--- config.mk ---
export PLATFORM = sky130hd
export DESIGN_NAME = led_blink_pattern_scheduler_flat
export DESIGN_NICKNAME = d
export VERILOG_FILES = /design/src/rtl/lbps_pkg.sv /design/src/rtl/lbps_if.sv /design/src/rtl/led_blink_pattern_scheduler.sv /design/src/rtl/lbps_ram.sv /design/src/rtl/lbps_front.sv /design/src/rtl/lbps_back.sv /design/src/flat_wrapper.sv
export SDC_FILE = /design/constraint.sdc
export NUM_CORES = 2
export LEC_CHECK = 0
export ABC_CLOCK_PERIOD_IN_PS = 7800
export BUFFER_PORTS_ARGS = -buffer_cell sky130_fd_sc_hd__buf_2
export CORE_MARGIN = 1.5
export CORE_UTILIZATION = 40
export DETAILED_ROUTE_END_ITERATION = 16
export PLACE_DENSITY = 0.54
export SYNTH_ARGS = -nofsm -noshare
export SYNTH_HDL_FRONTEND = slang
export SYNTH_SLANG_ARGS = --single-unit
--- constraint.sdc ---
create_clock -name clk -period 7.8 [get_ports clk]
set_clock_uncertainty 0.15 [all_clocks]
set_input_delay 1.56 -clock clk [delete_from_list [all_inputs] [get_ports clk]]
set_output_delay 1.56 -clock clk [all_outputs]
set_load 0.01 [all_outputs]
--- src/rtl/lbps_pkg.sv ---
// ----------------------------------------------------------------------------
// lbps_pkg
// Shared types, codes and helpers of the LED blink pattern scheduler.
// ----------------------------------------------------------------------------
package lbps_pkg;

	// command codes on the input channel
	localparam logic [1:0] CMD_TICK  = 2'd0;
	localparam logic [1:0] CMD_LOAD  = 2'd1;
	localparam logic [1:0] CMD_START = 2'd2;

	// classified operations handed from front to back
	localparam logic [1:0] OP_TICK  = 2'd0;
	localparam logic [1:0] OP_LOAD  = 2'd1;
	localparam logic [1:0] OP_START = 2'd2;
	localparam logic [1:0] OP_NONE  = 2'd3;

	// configuration register indexes
	localparam logic CFG_LEDS_IN_USE  = 1'b0;
	localparam logic CFG_MAX_INTERVAL = 1'b1;

	localparam logic [7:0] REPEAT_FOREVER = 8'hFF;

	// one queued word between front and back
	typedef struct packed {
		logic [1:0]  op;
		logic [3:0]  led;
		logic [3:0]  step;
		logic [15:0] dur;
		logic [4:0]  len;
		logic [7:0]  rep;
		logic        lvl;
	} item_t;

	// wrapping compare: a is at or before b
	function automatic logic not_after(input logic [31:0] a, input logic [31:0] b);
		logic [31:0] d;
		d = a - b;
		return (d == 32'd0) || d[31];
	endfunction

endpackage

--- src/rtl/lbps_if.sv ---
// ----------------------------------------------------------------------------
// lbps channel interfaces
// Command, result and configuration channels with valid/ready handshakes.
// ----------------------------------------------------------------------------
interface lbps_in_if;
	logic        valid;
	logic        ready;
	logic [1:0]  command;
	logic [3:0]  led_index;
	logic [3:0]  step_index;
	logic [15:0] duration;
	logic [4:0]  pattern_length;
	logic [7:0]  repeats;
	logic        initial_level;

	modport source(output valid, command, led_index, step_index, duration,
		pattern_length, repeats, initial_level, input ready);
	modport sink(input valid, command, led_index, step_index, duration,
		pattern_length, repeats, initial_level, output ready);
endinterface

interface lbps_out_if;
	logic        valid;
	logic        ready;
	logic [7:0]  led_levels;
	logic        blinking;
	logic [15:0] next_delay;

	modport source(output valid, led_levels, blinking, next_delay, input ready);
	modport sink(input valid, led_levels, blinking, next_delay, output ready);
endinterface

interface lbps_cfg_if;
	logic        valid;
	logic        ready;
	logic        index;
	logic [15:0] data;

	modport source(output valid, index, data, input ready);
	modport sink(input valid, index, data, output ready);
endinterface

--- src/rtl/led_blink_pattern_scheduler.sv ---
// ----------------------------------------------------------------------------
// led_blink_pattern_scheduler
// Blink pattern sequencer for several LEDs with a shared duration store.
// ----------------------------------------------------------------------------
//  channel | dir | handshake     | payload
//  cmd     | in  | valid/ready   | command, led_index, step_index, duration,
//          |     |               | pattern_length, repeats, initial_level
//  res     | out | valid/ready   | led_levels, blinking, next_delay
//  cfg     | in  | valid/ready   | index, data (ready always high)
//
//  A command word passes the states idle, start (start commands only), init,
//  one check per LED in use plus write-back and compare for a LED whose step
//  expires (duration store read), and finish. Results leave through an output
//  register; a full one stalls the finish state, and a two-word queue takes
//  commands while a result waits. Reset clears all LED state, the time counter
//  and the configuration; the duration store is not cleared.
module led_blink_pattern_scheduler #(
	parameter int NUM_LEDS      = 8,
	parameter int MAX_STEPS     = 16,
	parameter int DURATION_BITS = 16
) (
	input  logic        clk,
	input  logic        arst_n,
	lbps_in_if.sink     cmd,
	lbps_out_if.source  res,
	lbps_cfg_if.sink    cfg
);
	import lbps_pkg::*;

	logic [3:0]  leds_q;
	logic [15:0] maxi_q;
	logic [4:0]  leds_eff;
	item_t       q_item;
	logic        q_valid, q_pop;

	// configuration registers
	assign cfg.ready = 1'b1;
	always_ff @(posedge clk or negedge arst_n) begin
		if (!arst_n) begin
			leds_q <= 4'd8;
			maxi_q <= 16'hFFFF;
		end else if (cfg.valid) begin
			unique case (cfg.index)
				CFG_LEDS_IN_USE:  leds_q <= cfg.data[3:0];
				CFG_MAX_INTERVAL: maxi_q <= cfg.data;
				default: ;
			endcase
		end
	end

	// LEDs in use, saturated to the LEDs present
	assign leds_eff = ({1'b0, leds_q} > 5'(NUM_LEDS)) ? 5'(NUM_LEDS) : {1'b0, leds_q};

	lbps_front #(.NUM_LEDS(NUM_LEDS), .MAX_STEPS(MAX_STEPS)) u_front (
		.clk     (clk),
		.arst_n  (arst_n),
		.cmd     (cmd),
		.leds_eff(leds_eff),
		.q_item  (q_item),
		.q_valid (q_valid),
		.q_pop   (q_pop)
	);

	lbps_back #(
		.NUM_LEDS     (NUM_LEDS),
		.MAX_STEPS    (MAX_STEPS),
		.DURATION_BITS(DURATION_BITS)
	) u_back (
		.clk         (clk),
		.arst_n      (arst_n),
		.q_item      (q_item),
		.q_valid     (q_valid),
		.q_pop       (q_pop),
		.leds_eff    (leds_eff),
		.max_interval(maxi_q),
		.res         (res)
	);
endmodule

--- src/rtl/lbps_ram.sv ---
// ----------------------------------------------------------------------------
// lbps_ram
// Generic single-write, single-read RAM with registered read data.
// ----------------------------------------------------------------------------
module lbps_ram #(
	parameter int WIDTH = 16,
	parameter int DEPTH = 128
) (
	input  logic                     clk,
	input  logic                     we,
	input  logic [$clog2(DEPTH)-1:0] waddr,
	input  logic [WIDTH-1:0]         wdata,
	input  logic [$clog2(DEPTH)-1:0] raddr,
	output logic [WIDTH-1:0]         rdata
);
	logic [WIDTH-1:0] mem_q [DEPTH];

	always_ff @(posedge clk) begin
		if (we) begin
			mem_q[waddr] <= wdata;
		end
		rdata <= mem_q[raddr];
	end
endmodule

--- src/rtl/lbps_front.sv ---
// ----------------------------------------------------------------------------
// lbps_front
// Accepts command words, classifies them and queues them for the back end.
// ----------------------------------------------------------------------------
module lbps_front #(
	parameter int NUM_LEDS  = 8,
	parameter int MAX_STEPS = 16
) (
	input  logic           clk,
	input  logic           arst_n,
	lbps_in_if.sink        cmd,
	input  logic [4:0]     leds_eff,
	output lbps_pkg::item_t q_item,
	output logic           q_valid,
	input  logic           q_pop
);
	import lbps_pkg::*;

	localparam int QDEPTH = 2;

	item_t      cls;
	item_t      mem_q [QDEPTH];
	logic       wp_q, rp_q;
	logic [1:0] cnt_q;
	logic       push;

	// classify the incoming word
	always_comb begin
		cls      = '0;
		cls.led  = cmd.led_index;
		cls.step = cmd.step_index;
		cls.dur  = cmd.duration;
		cls.rep  = cmd.repeats;
		cls.lvl  = cmd.initial_level;
		cls.op   = OP_NONE;
		if (cmd.pattern_length == 5'd0) begin
			cls.len = 5'd1;
		end else if ({2'b00, cmd.pattern_length} > 7'(MAX_STEPS)) begin
			cls.len = 5'(MAX_STEPS);
		end else begin
			cls.len = cmd.pattern_length;
		end
		unique case (cmd.command)
			CMD_TICK: cls.op = OP_TICK;
			CMD_LOAD: begin
				if ({1'b0, cmd.led_index} < 5'(NUM_LEDS)
					&& {3'b000, cmd.step_index} < 7'(MAX_STEPS)) begin
					cls.op = OP_LOAD;
				end
			end
			CMD_START: begin
				if ({1'b0, cmd.led_index} < leds_eff) begin
					cls.op = OP_START;
				end
			end
			default: cls.op = OP_NONE;
		endcase
	end

	assign cmd.ready = (cnt_q != 2'(QDEPTH));
	assign push      = cmd.valid && cmd.ready;
	assign q_valid   = (cnt_q != 2'd0);
	assign q_item    = mem_q[rp_q];

	// two-word queue
	always_ff @(posedge clk or negedge arst_n) begin
		if (!arst_n) begin
			wp_q  <= 1'b0;
			rp_q  <= 1'b0;
			cnt_q <= 2'd0;
		end else begin
			if (push) begin
				wp_q <= ~wp_q;
			end
			if (q_pop) begin
				rp_q <= ~rp_q;
			end
			cnt_q <= cnt_q + 2'(push) - 2'(q_pop);
		end
	end

	always_ff @(posedge clk) begin
		if (push) begin
			mem_q[wp_q] <= cls;
		end
	end
endmodule

--- src/rtl/lbps_back.sv ---
// ----------------------------------------------------------------------------
// lbps_back
// Executes queued words: applies the command, services LEDs one per pass,
// and registers the result word.
// ----------------------------------------------------------------------------
module lbps_back #(
	parameter int NUM_LEDS      = 8,
	parameter int MAX_STEPS     = 16,
	parameter int DURATION_BITS = 16
) (
	input  logic            clk,
	input  logic            arst_n,
	input  lbps_pkg::item_t q_item,
	input  logic            q_valid,
	output logic            q_pop,
	input  logic [4:0]      leds_eff,
	input  logic [15:0]     max_interval,
	lbps_out_if.source      res
);
	import lbps_pkg::*;

	localparam int LI_W  = (NUM_LEDS > 1) ? $clog2(NUM_LEDS) : 1;
	localparam int POS_W = (MAX_STEPS > 1) ? $clog2(MAX_STEPS) : 1;
	localparam int SZ_W  = $clog2(MAX_STEPS + 1);
	localparam int DEPTH = NUM_LEDS * MAX_STEPS;
	localparam int AW    = $clog2(DEPTH);
	localparam int LV_N  = (NUM_LEDS < 8) ? NUM_LEDS : 8;

	localparam logic [2:0] ST_IDLE  = 3'd0;
	localparam logic [2:0] ST_START = 3'd1;
	localparam logic [2:0] ST_INIT  = 3'd2;
	localparam logic [2:0] ST_CHK   = 3'd3;
	localparam logic [2:0] ST_WB    = 3'd4;
	localparam logic [2:0] ST_CMP   = 3'd5;
	localparam logic [2:0] ST_FIN   = 3'd6;

	logic [2:0]         state_q;
	item_t              cur_q;
	logic [LI_W-1:0]    idx_q;
	logic [31:0]        time_q;
	logic [31:0]        near_q;
	logic               any_q;

	logic [31:0]        dl_q   [NUM_LEDS];
	logic [POS_W-1:0]   pos_q  [NUM_LEDS];
	logic [7:0]         rep_q  [NUM_LEDS];
	logic               slvl_q [NUM_LEDS];
	logic [SZ_W-1:0]    size_q [NUM_LEDS];
	logic               lvl_q  [NUM_LEDS];

	logic [7:0]         res_levels_q;
	logic               res_any_q;
	logic [15:0]        res_delay_q;
	logic               res_valid_q;

	logic                     ram_we;
	logic [AW-1:0]            ram_waddr, ram_raddr;
	logic [DURATION_BITS-1:0] ram_wdata, ram_rdata;

	logic [SZ_W-1:0]    nxt;
	logic               wrap;
	logic [POS_W-1:0]   newpos;
	logic               last;
	logic               cur_exp, cur_near;
	logic [LI_W-1:0]    sled;
	logic [31:0]        dly;
	logic [15:0]        delay16;
	logic [7:0]         levels;
	logic               out_free;

	function automatic logic [AW-1:0] addr_of(input logic [LI_W-1:0] led,
		input logic [POS_W-1:0] pos);
		return AW'(led) * AW'(MAX_STEPS) + AW'(pos);
	endfunction

	lbps_ram #(.WIDTH(DURATION_BITS), .DEPTH(DEPTH)) u_ram (
		.clk  (clk),
		.we   (ram_we),
		.waddr(ram_waddr),
		.wdata(ram_wdata),
		.raddr(ram_raddr),
		.rdata(ram_rdata)
	);

	// step advance of the LED under service
	assign nxt      = SZ_W'(pos_q[idx_q]) + SZ_W'(1);
	assign wrap     = (nxt == size_q[idx_q]);
	assign newpos   = wrap ? '0 : POS_W'(nxt);
	assign last     = (5'(idx_q) + 5'd1) == leds_eff;
	assign cur_exp  = not_after(dl_q[idx_q], time_q);
	assign cur_near = not_after(dl_q[idx_q], near_q);
	assign sled     = cur_q.led[LI_W-1:0];

	// duration store access
	assign q_pop     = (state_q == ST_IDLE) && q_valid;
	assign ram_we    = q_pop && (q_item.op == OP_LOAD);
	assign ram_waddr = addr_of(q_item.led[LI_W-1:0], POS_W'(q_item.step));
	assign ram_wdata = DURATION_BITS'(q_item.dur);
	assign ram_raddr = (state_q == ST_IDLE) ? addr_of(q_item.led[LI_W-1:0], '0)
		: addr_of(idx_q, newpos);

	// result word
	assign dly     = near_q - time_q;
	assign delay16 = !any_q ? 16'd0 : (((dly == 32'd0) || dly[31]) ? 16'd1 : dly[15:0]);
	always_comb begin
		levels = '0;
		for (int j = 0; j < LV_N; j++) begin
			levels[j] = lvl_q[j];
		end
	end
	assign out_free = !res_valid_q || res.ready;

	assign res.valid      = res_valid_q;
	assign res.led_levels = res_levels_q;
	assign res.blinking   = res_any_q;
	assign res.next_delay = res_delay_q;

	// sequencer
	always_ff @(posedge clk or negedge arst_n) begin
		if (!arst_n) begin
			state_q     <= ST_IDLE;
			idx_q       <= '0;
			time_q      <= '0;
			near_q      <= '0;
			any_q       <= 1'b0;
			res_valid_q <= 1'b0;
			cur_q       <= '0;
			for (int k = 0; k < NUM_LEDS; k++) begin
				dl_q[k]   <= '0;
				pos_q[k]  <= '0;
				rep_q[k]  <= '0;
				slvl_q[k] <= 1'b0;
				size_q[k] <= SZ_W'(1);
				lvl_q[k]  <= 1'b0;
			end
		end else begin
			// output register: load on finish, clear once taken
			if (state_q == ST_FIN && out_free) begin
				res_valid_q <= 1'b1;
			end else if (res.ready) begin
				res_valid_q <= 1'b0;
			end
			unique case (state_q)
				ST_IDLE: begin
					if (q_valid) begin
						cur_q <= q_item;
						if (q_item.op == OP_TICK) begin
							time_q <= time_q + 32'd1;
						end
						state_q <= (q_item.op == OP_START) ? ST_START : ST_INIT;
					end
				end
				ST_START: begin
					size_q[sled] <= SZ_W'(cur_q.len);
					rep_q[sled]  <= cur_q.rep;
					slvl_q[sled] <= cur_q.lvl;
					pos_q[sled]  <= '0;
					lvl_q[sled]  <= cur_q.lvl;
					dl_q[sled]   <= time_q + 32'(ram_rdata);
					state_q      <= ST_INIT;
				end
				ST_INIT: begin
					near_q  <= time_q + 32'(max_interval);
					any_q   <= 1'b0;
					idx_q   <= '0;
					state_q <= (leds_eff == 5'd0) ? ST_FIN : ST_CHK;
				end
				ST_CHK: begin
					if (rep_q[idx_q] != 8'd0) begin
						any_q <= 1'b1;
					end
					if (rep_q[idx_q] != 8'd0 && cur_exp) begin
						pos_q[idx_q] <= newpos;
						if (rep_q[idx_q] != REPEAT_FOREVER) begin
							rep_q[idx_q] <= rep_q[idx_q] - 8'(wrap);
						end
						lvl_q[idx_q] <= slvl_q[idx_q] ^ newpos[0];
						state_q      <= ST_WB;
					end else begin
						if (rep_q[idx_q] != 8'd0 && cur_near) begin
							near_q <= dl_q[idx_q];
						end
						if (last) begin
							state_q <= ST_FIN;
						end else begin
							idx_q <= idx_q + LI_W'(1);
						end
					end
				end
				ST_WB: begin
					dl_q[idx_q] <= time_q + 32'(ram_rdata);
					state_q     <= ST_CMP;
				end
				ST_CMP: begin
					if (cur_near) begin
						near_q <= dl_q[idx_q];
					end
					if (last) begin
						state_q <= ST_FIN;
					end else begin
						idx_q   <= idx_q + LI_W'(1);
						state_q <= ST_CHK;
					end
				end
				ST_FIN: begin
					if (out_free) begin
						state_q <= ST_IDLE;
					end
				end
				default: state_q <= ST_IDLE;
			endcase
		end
	end

	// result payload
	always_ff @(posedge clk) begin
		if (state_q == ST_FIN && out_free) begin
			res_levels_q <= levels;
			res_any_q    <= any_q;
			res_delay_q  <= delay16;
		end
	end
endmodule

--- src/flat_wrapper.sv ---
// flat-port wrapper written by rule: the top's interface ports become plain ports
module led_blink_pattern_scheduler_flat import lbps_pkg::*;
#(
	parameter int NUM_LEDS      = 8,
	parameter int MAX_STEPS     = 16,
	parameter int DURATION_BITS = 16
)
  (clk, arst_n, cmd_valid, cmd_command, cmd_led_index, cmd_step_index, cmd_duration, cmd_pattern_length, cmd_repeats, cmd_initial_level, cmd_ready, res_valid, res_led_levels, res_blinking, res_next_delay, res_ready, cfg_valid, cfg_index, cfg_data, cfg_ready);
  lbps_in_if cmd_i ();
  lbps_out_if res_i ();
  lbps_cfg_if cfg_i ();
  input  logic clk;
  input  logic arst_n;
  input wire logic [$bits(cmd_i.valid)-1:0] cmd_valid;
  input wire logic [$bits(cmd_i.command)-1:0] cmd_command;
  input wire logic [$bits(cmd_i.led_index)-1:0] cmd_led_index;
  input wire logic [$bits(cmd_i.step_index)-1:0] cmd_step_index;
  input wire logic [$bits(cmd_i.duration)-1:0] cmd_duration;
  input wire logic [$bits(cmd_i.pattern_length)-1:0] cmd_pattern_length;
  input wire logic [$bits(cmd_i.repeats)-1:0] cmd_repeats;
  input wire logic [$bits(cmd_i.initial_level)-1:0] cmd_initial_level;
  output wire logic [$bits(cmd_i.ready)-1:0] cmd_ready;
  output wire logic [$bits(res_i.valid)-1:0] res_valid;
  output wire logic [$bits(res_i.led_levels)-1:0] res_led_levels;
  output wire logic [$bits(res_i.blinking)-1:0] res_blinking;
  output wire logic [$bits(res_i.next_delay)-1:0] res_next_delay;
  input wire logic [$bits(res_i.ready)-1:0] res_ready;
  input wire logic [$bits(cfg_i.valid)-1:0] cfg_valid;
  input wire logic [$bits(cfg_i.index)-1:0] cfg_index;
  input wire logic [$bits(cfg_i.data)-1:0] cfg_data;
  output wire logic [$bits(cfg_i.ready)-1:0] cfg_ready;
  assign cmd_i.valid = cmd_valid;
  assign cmd_i.command = cmd_command;
  assign cmd_i.led_index = cmd_led_index;
  assign cmd_i.step_index = cmd_step_index;
  assign cmd_i.duration = cmd_duration;
  assign cmd_i.pattern_length = cmd_pattern_length;
  assign cmd_i.repeats = cmd_repeats;
  assign cmd_i.initial_level = cmd_initial_level;
  assign cmd_ready = cmd_i.ready;
  assign res_valid = res_i.valid;
  assign res_led_levels = res_i.led_levels;
  assign res_blinking = res_i.blinking;
  assign res_next_delay = res_i.next_delay;
  assign res_i.ready = res_ready;
  assign cfg_i.valid = cfg_valid;
  assign cfg_i.index = cfg_index;
  assign cfg_i.data = cfg_data;
  assign cfg_ready = cfg_i.ready;
  led_blink_pattern_scheduler #(.NUM_LEDS(NUM_LEDS), .MAX_STEPS(MAX_STEPS), .DURATION_BITS(DURATION_BITS)) u_core (.clk(clk), .arst_n(arst_n), .cmd(cmd_i), .res(res_i), .cfg(cfg_i));
endmodule
==> metrics <==
Synth Instances 9,134; Root Driver clkbuf_16; cell mode on critical path buf_4; clock tree sinks 2,688; hold-fix buffers at CTS 0; max cap viols 1; CTS max path bufs 4; CP endpoint kind flop; DIE AREA 295,000 um^2; worst-skew pair later-pin latency 920 ps; DR vias 81,700; H-tree levels 5; initial core utilization 0.401; fin crit share 0.971; setup slack, reg-to-reg 230 ps; PortBufs 88; Num CTS Buffers 298; Slowest Stage Delay on Critical Path 1150 ps; Synth cell types 101; critical path cell sequence buf_4 > buf_4 > mux4_2 > mux2i_1 > or3_1 > a21oi_1 > a311oi_1 > or4_4 > inv_6 > or3_2 > buf_12 > a221oi_1 > a211o_1 > o21ai_0 > a41oi_1 > a32oi_1; flops & latches, synth 2,688; postcts setup bufs 0; fin crit period 7570 ps; ys async rst share 0.194; violated checks max-capacitance violations, max-slew violations; die width 543 um; CTS tree built; Main synth FF type edfxtp_1; Detailed Route WL 403,000 um; Critical Path Sink u_core.u_back.u_ram.rdata[8]; setup ws final 227 ps; Tot GR Track Use 0.267; outcome complete, but fails checks; WS Path Type flop to flop; Worst EP arrival 8120 ps; final layout net count 9,499; Area growth, synth to finish 13.8%; # setup viols final 0; unrepaired setup endpoints after global routing no; Post-DP HPWL 259,000 um; number of global-route vias before repair 78,600; Slew @ Worst Pin 1480 ps; CTS clk-pin slew, worst paths 60 ps; DR pass1 iterations 6; post-synth net total 9,336; peak supply drop 0.558 mV; reg2reg end u_core.u_back.u_ram.rdata[8]; antenna violations before repair 20; share of post-route cells with drive strength above 1 0.135; DRT antenna net count 0; first-pass GRT wire length 578,000 um; CP startpoint u_core.u_back.idx_q[0]; cts repair resizes 0; routed length per instance 30.0 um; core footprint 291,000 um^2; Seq/Total Area, Yosys 0.668; Worst Path Required 8350 ps; hold wc startpoint u_core.u_back.levels[5]; number of synthesized flops with an enable pin 2,151; PD cells 453 nW/um^2; Hold Vio Cnt, Final 0; Slew Limit Fails 1; Syn Std Cell Area 117,000 um^2; IO Pins 90; GP Congestion 0.921; grt total ovfl 0; Lkg Pwr 46.9 nW; Worst Reg-to-Reg Cells 16; Yosys warning count 0; initial DRC count 9,994; Final Util 0.457; Fill cells 26,000; die height 543 um; pin count of the biggest net entering global routing 158; Storage cell area 78,000 um^2; post-place setup slack 370 ps; Reg-to-Reg Start u_core.u_back.idx_q[0]; Vias/cell 6.08; Hold Path Class flop to flop; FP Rows 198; highest clock rate 132 MHz; DRC 0; syn avg cell area 12.8 um^2; area of the multi-input gates 36,200 um^2; largest fanout on the critical path 30; Slew HR -0.00260; total negative setup slack 0 ps; slowest cell on the critical path a41oi_1; Critical Path Start Type flop
==> cell usage after synthesis, drive strengths merged (25+ instances only) <==
| cell | number | share of area |
|---|---|---|
| a211oi | 57 | 0.0038 |
| a31oi | 94 | 0.0050 |
| a22o | 58 | 0.0044 |
| a21oi | 489 | 0.021 |
| dfstp | 25 | 0.0056 |
| nand3 | 232 | 0.010 |
| xor2 | 29 | 0.0022 |
| dfrtp | 496 | 0.11 |
| o221ai | 96 | 0.0072 |
| ha | 135 | 0.014 |
| nor2 | 503 | 0.016 |
| a221oi | 82 | 0.0062 |
| a211o | 29 | 0.0022 |
| edfxtp | 2151 | 0.55 |
| o21bai | 37 | 0.0024 |
| nor4 | 87 | 0.0047 |
| a22oi | 230 | 0.015 |
| buf | 174 | 0.0069 |
| nand2 | 1217 | 0.039 |
| a21o | 71 | 0.0046 |
| a31o | 25 | 0.0019 |
| mux2i | 164 | 0.014 |
| o21ai | 411 | 0.018 |
| o2bb2ai | 79 | 0.0059 |
| and3 | 119 | 0.0064 |
| a222oi | 30 | 0.0026 |
| nand4 | 111 | 0.0060 |
| clkbuf | 435 | 0.014 |
| nand2b | 32 | 0.0017 |
| or4 | 28 | 0.0018 |
| inv | 162 | 0.0053 |
| nor2b | 36 | 0.0019 |
| or3 | 88 | 0.0047 |
| o31ai | 30 | 0.0019 |
| o22ai | 32 | 0.0017 |
| o211ai | 160 | 0.010 |
| a41oi | 27 | 0.0020 |
| a2bb2oi | 43 | 0.0032 |
| xnor2 | 110 | 0.0083 |
| mux2 | 223 | 0.022 |
| nor3 | 150 | 0.0066 |
==> metal layers <==
layer  GRT usage  vias to the layer above  wire length [um]  share of wire
met5           0                        -                19       0.000047
met4       0.100                        2             16000          0.040
met3      0.0449                      691             32000          0.079
met2       0.426                     3722            187000           0.46
met1       0.366                    41900            168000           0.42
li1            -                    35400                 -              -
==> worst max-delay path, delay by kind of cell, from the launching register on <==
kind | cells | cell delay, ps
AND/OR/NAND/NOR | 3 | 1470
multiplexers | 2 | 930
flip-flops | 1 | 570
AO/OA/AOI/OAI | 7 | 2670
buffers and inverters | 4 | 1470
==> placed cells by master (no fill, tap or decap), drive strengths merged, types with 94 or more instances in the layout <==
| cell | n |
|---|---|
| clkbuf | 388 |
| clkinv | 120 |
| a21oi | 489 |
| nor3 | 150 |
| nand2 | 1217 |
| dfrtp | 496 |
| edfxtp | 2151 |
| mux2i | 164 |
| ha | 135 |
| xnor2 | 110 |
| nand4 | 111 |
| buf | 472 |
| nand3 | 232 |
| inv | 172 |
| mux2 | 223 |
| a31oi | 94 |
| a22oi | 230 |
| nor2 | 503 |
| o221ai | 96 |
| o211ai | 160 |
| o21ai | 411 |
| and3 | 119 |
==> registers in the layout, indices dropped and copies added (netlist names), 2 cells and up <==
signal / count
u_core.u_back.state_q: 3
u_core.u_back.cur_q: 17
u_core.u_back.u_ram.mem_q: 2048
u_core.u_back.idx_q: 3
u_core.u_back.u_ram.rdata: 16
u_core.leds_q: 4
u_core.u_back.rep_q: 64
u_core.u_back.slvl_q: 8
u_core.u_back.dl_q: 256
u_core.u_front.mem_q: 78
u_core.u_back.time_q: 32
u_core.u_front.cnt_q: 2
u_core.u_back.levels: 8
u_core.u_back.size_q: 40
u_core.u_back.res.next_delay: 16
u_core.maxi_q: 16
u_core.u_back.pos_q: 32
u_core.u_back.near_q: 32
u_core.u_back.res.led_levels: 8
==> worst min path at each step <==
stage / end / slack [ps] / depth (start not counted)
after floorplan: u_core.u_back.res.led_levels[1] / 270 / 0
after global placement: u_core.u_back.res.led_levels[5] / 290 / 0
after detailed placement: u_core.u_back.res.led_levels[1] / 290 / 0
after CTS: u_core.u_back.res.led_levels[1] / 300 / 0
after global routing: u_core.u_back.res.led_levels[1] / 300 / 0
final: u_core.u_back.res.led_levels[5] / 300 / 0
==> cell type report <==
cell class / count / share of cell area
antenna: 13 / 0.000245
clock buffer: 388 / 0.0608
clock inverter: 145 / 0.00980
inverter: 167 / 0.00482
multi-input combinational: 5670 / 0.273
sequential: 2688 / 0.588
tap: 3900 / 0.0368
timing repair buffer: 472 / 0.0274
==> power by group <==
part / switching (W) / total, W / internal, W
Clock: 0.00590 / 0.0137 / 0.00777
Sequential: 0.000898 / 0.0189 / 0.0180
Combinational: 0.0195 / 0.0275 / 0.00800
Total: 0.0263 / 0.0601 / 0.0338
==> cell families after synthesis <==
kind of cell / count (synthesis) / synth area share
buffers and inverters: 776 / 0.0264
xor gates and xnor gates: 139 / 0.0105
DFF: 2688 / 0.668
muxes: 401 / 0.0384
AOI/OAI and AO/OA: 2307 / 0.136
and+or+nand+nor: 2682 / 0.105
adders and majority gates: 140 / 0.0153
other: 1 / 0.0000321
==> through the flow <==
| stage | power [W] | area (um^2) | hold slack [ps] | cells |
|---|---|---|---|---|
| 6_report | 0.0601 | 133000 | 302 | 13400 |
| 5_1_grt | 0.0624 | 133000 | 303 | 13400 |
| 4_1_cts | 0.0598 | 133000 | 302 | 13400 |
| 3_5_place_dp | 0.0461 | 123000 | 289 | 12900 |
| 3_3_place_gp | 0.0459 | 123000 | 289 | 12900 |
| 2_1_floorplan | 0.0338 | 117000 | 275 | 9134 |
(Power assumes the default switching activity.)
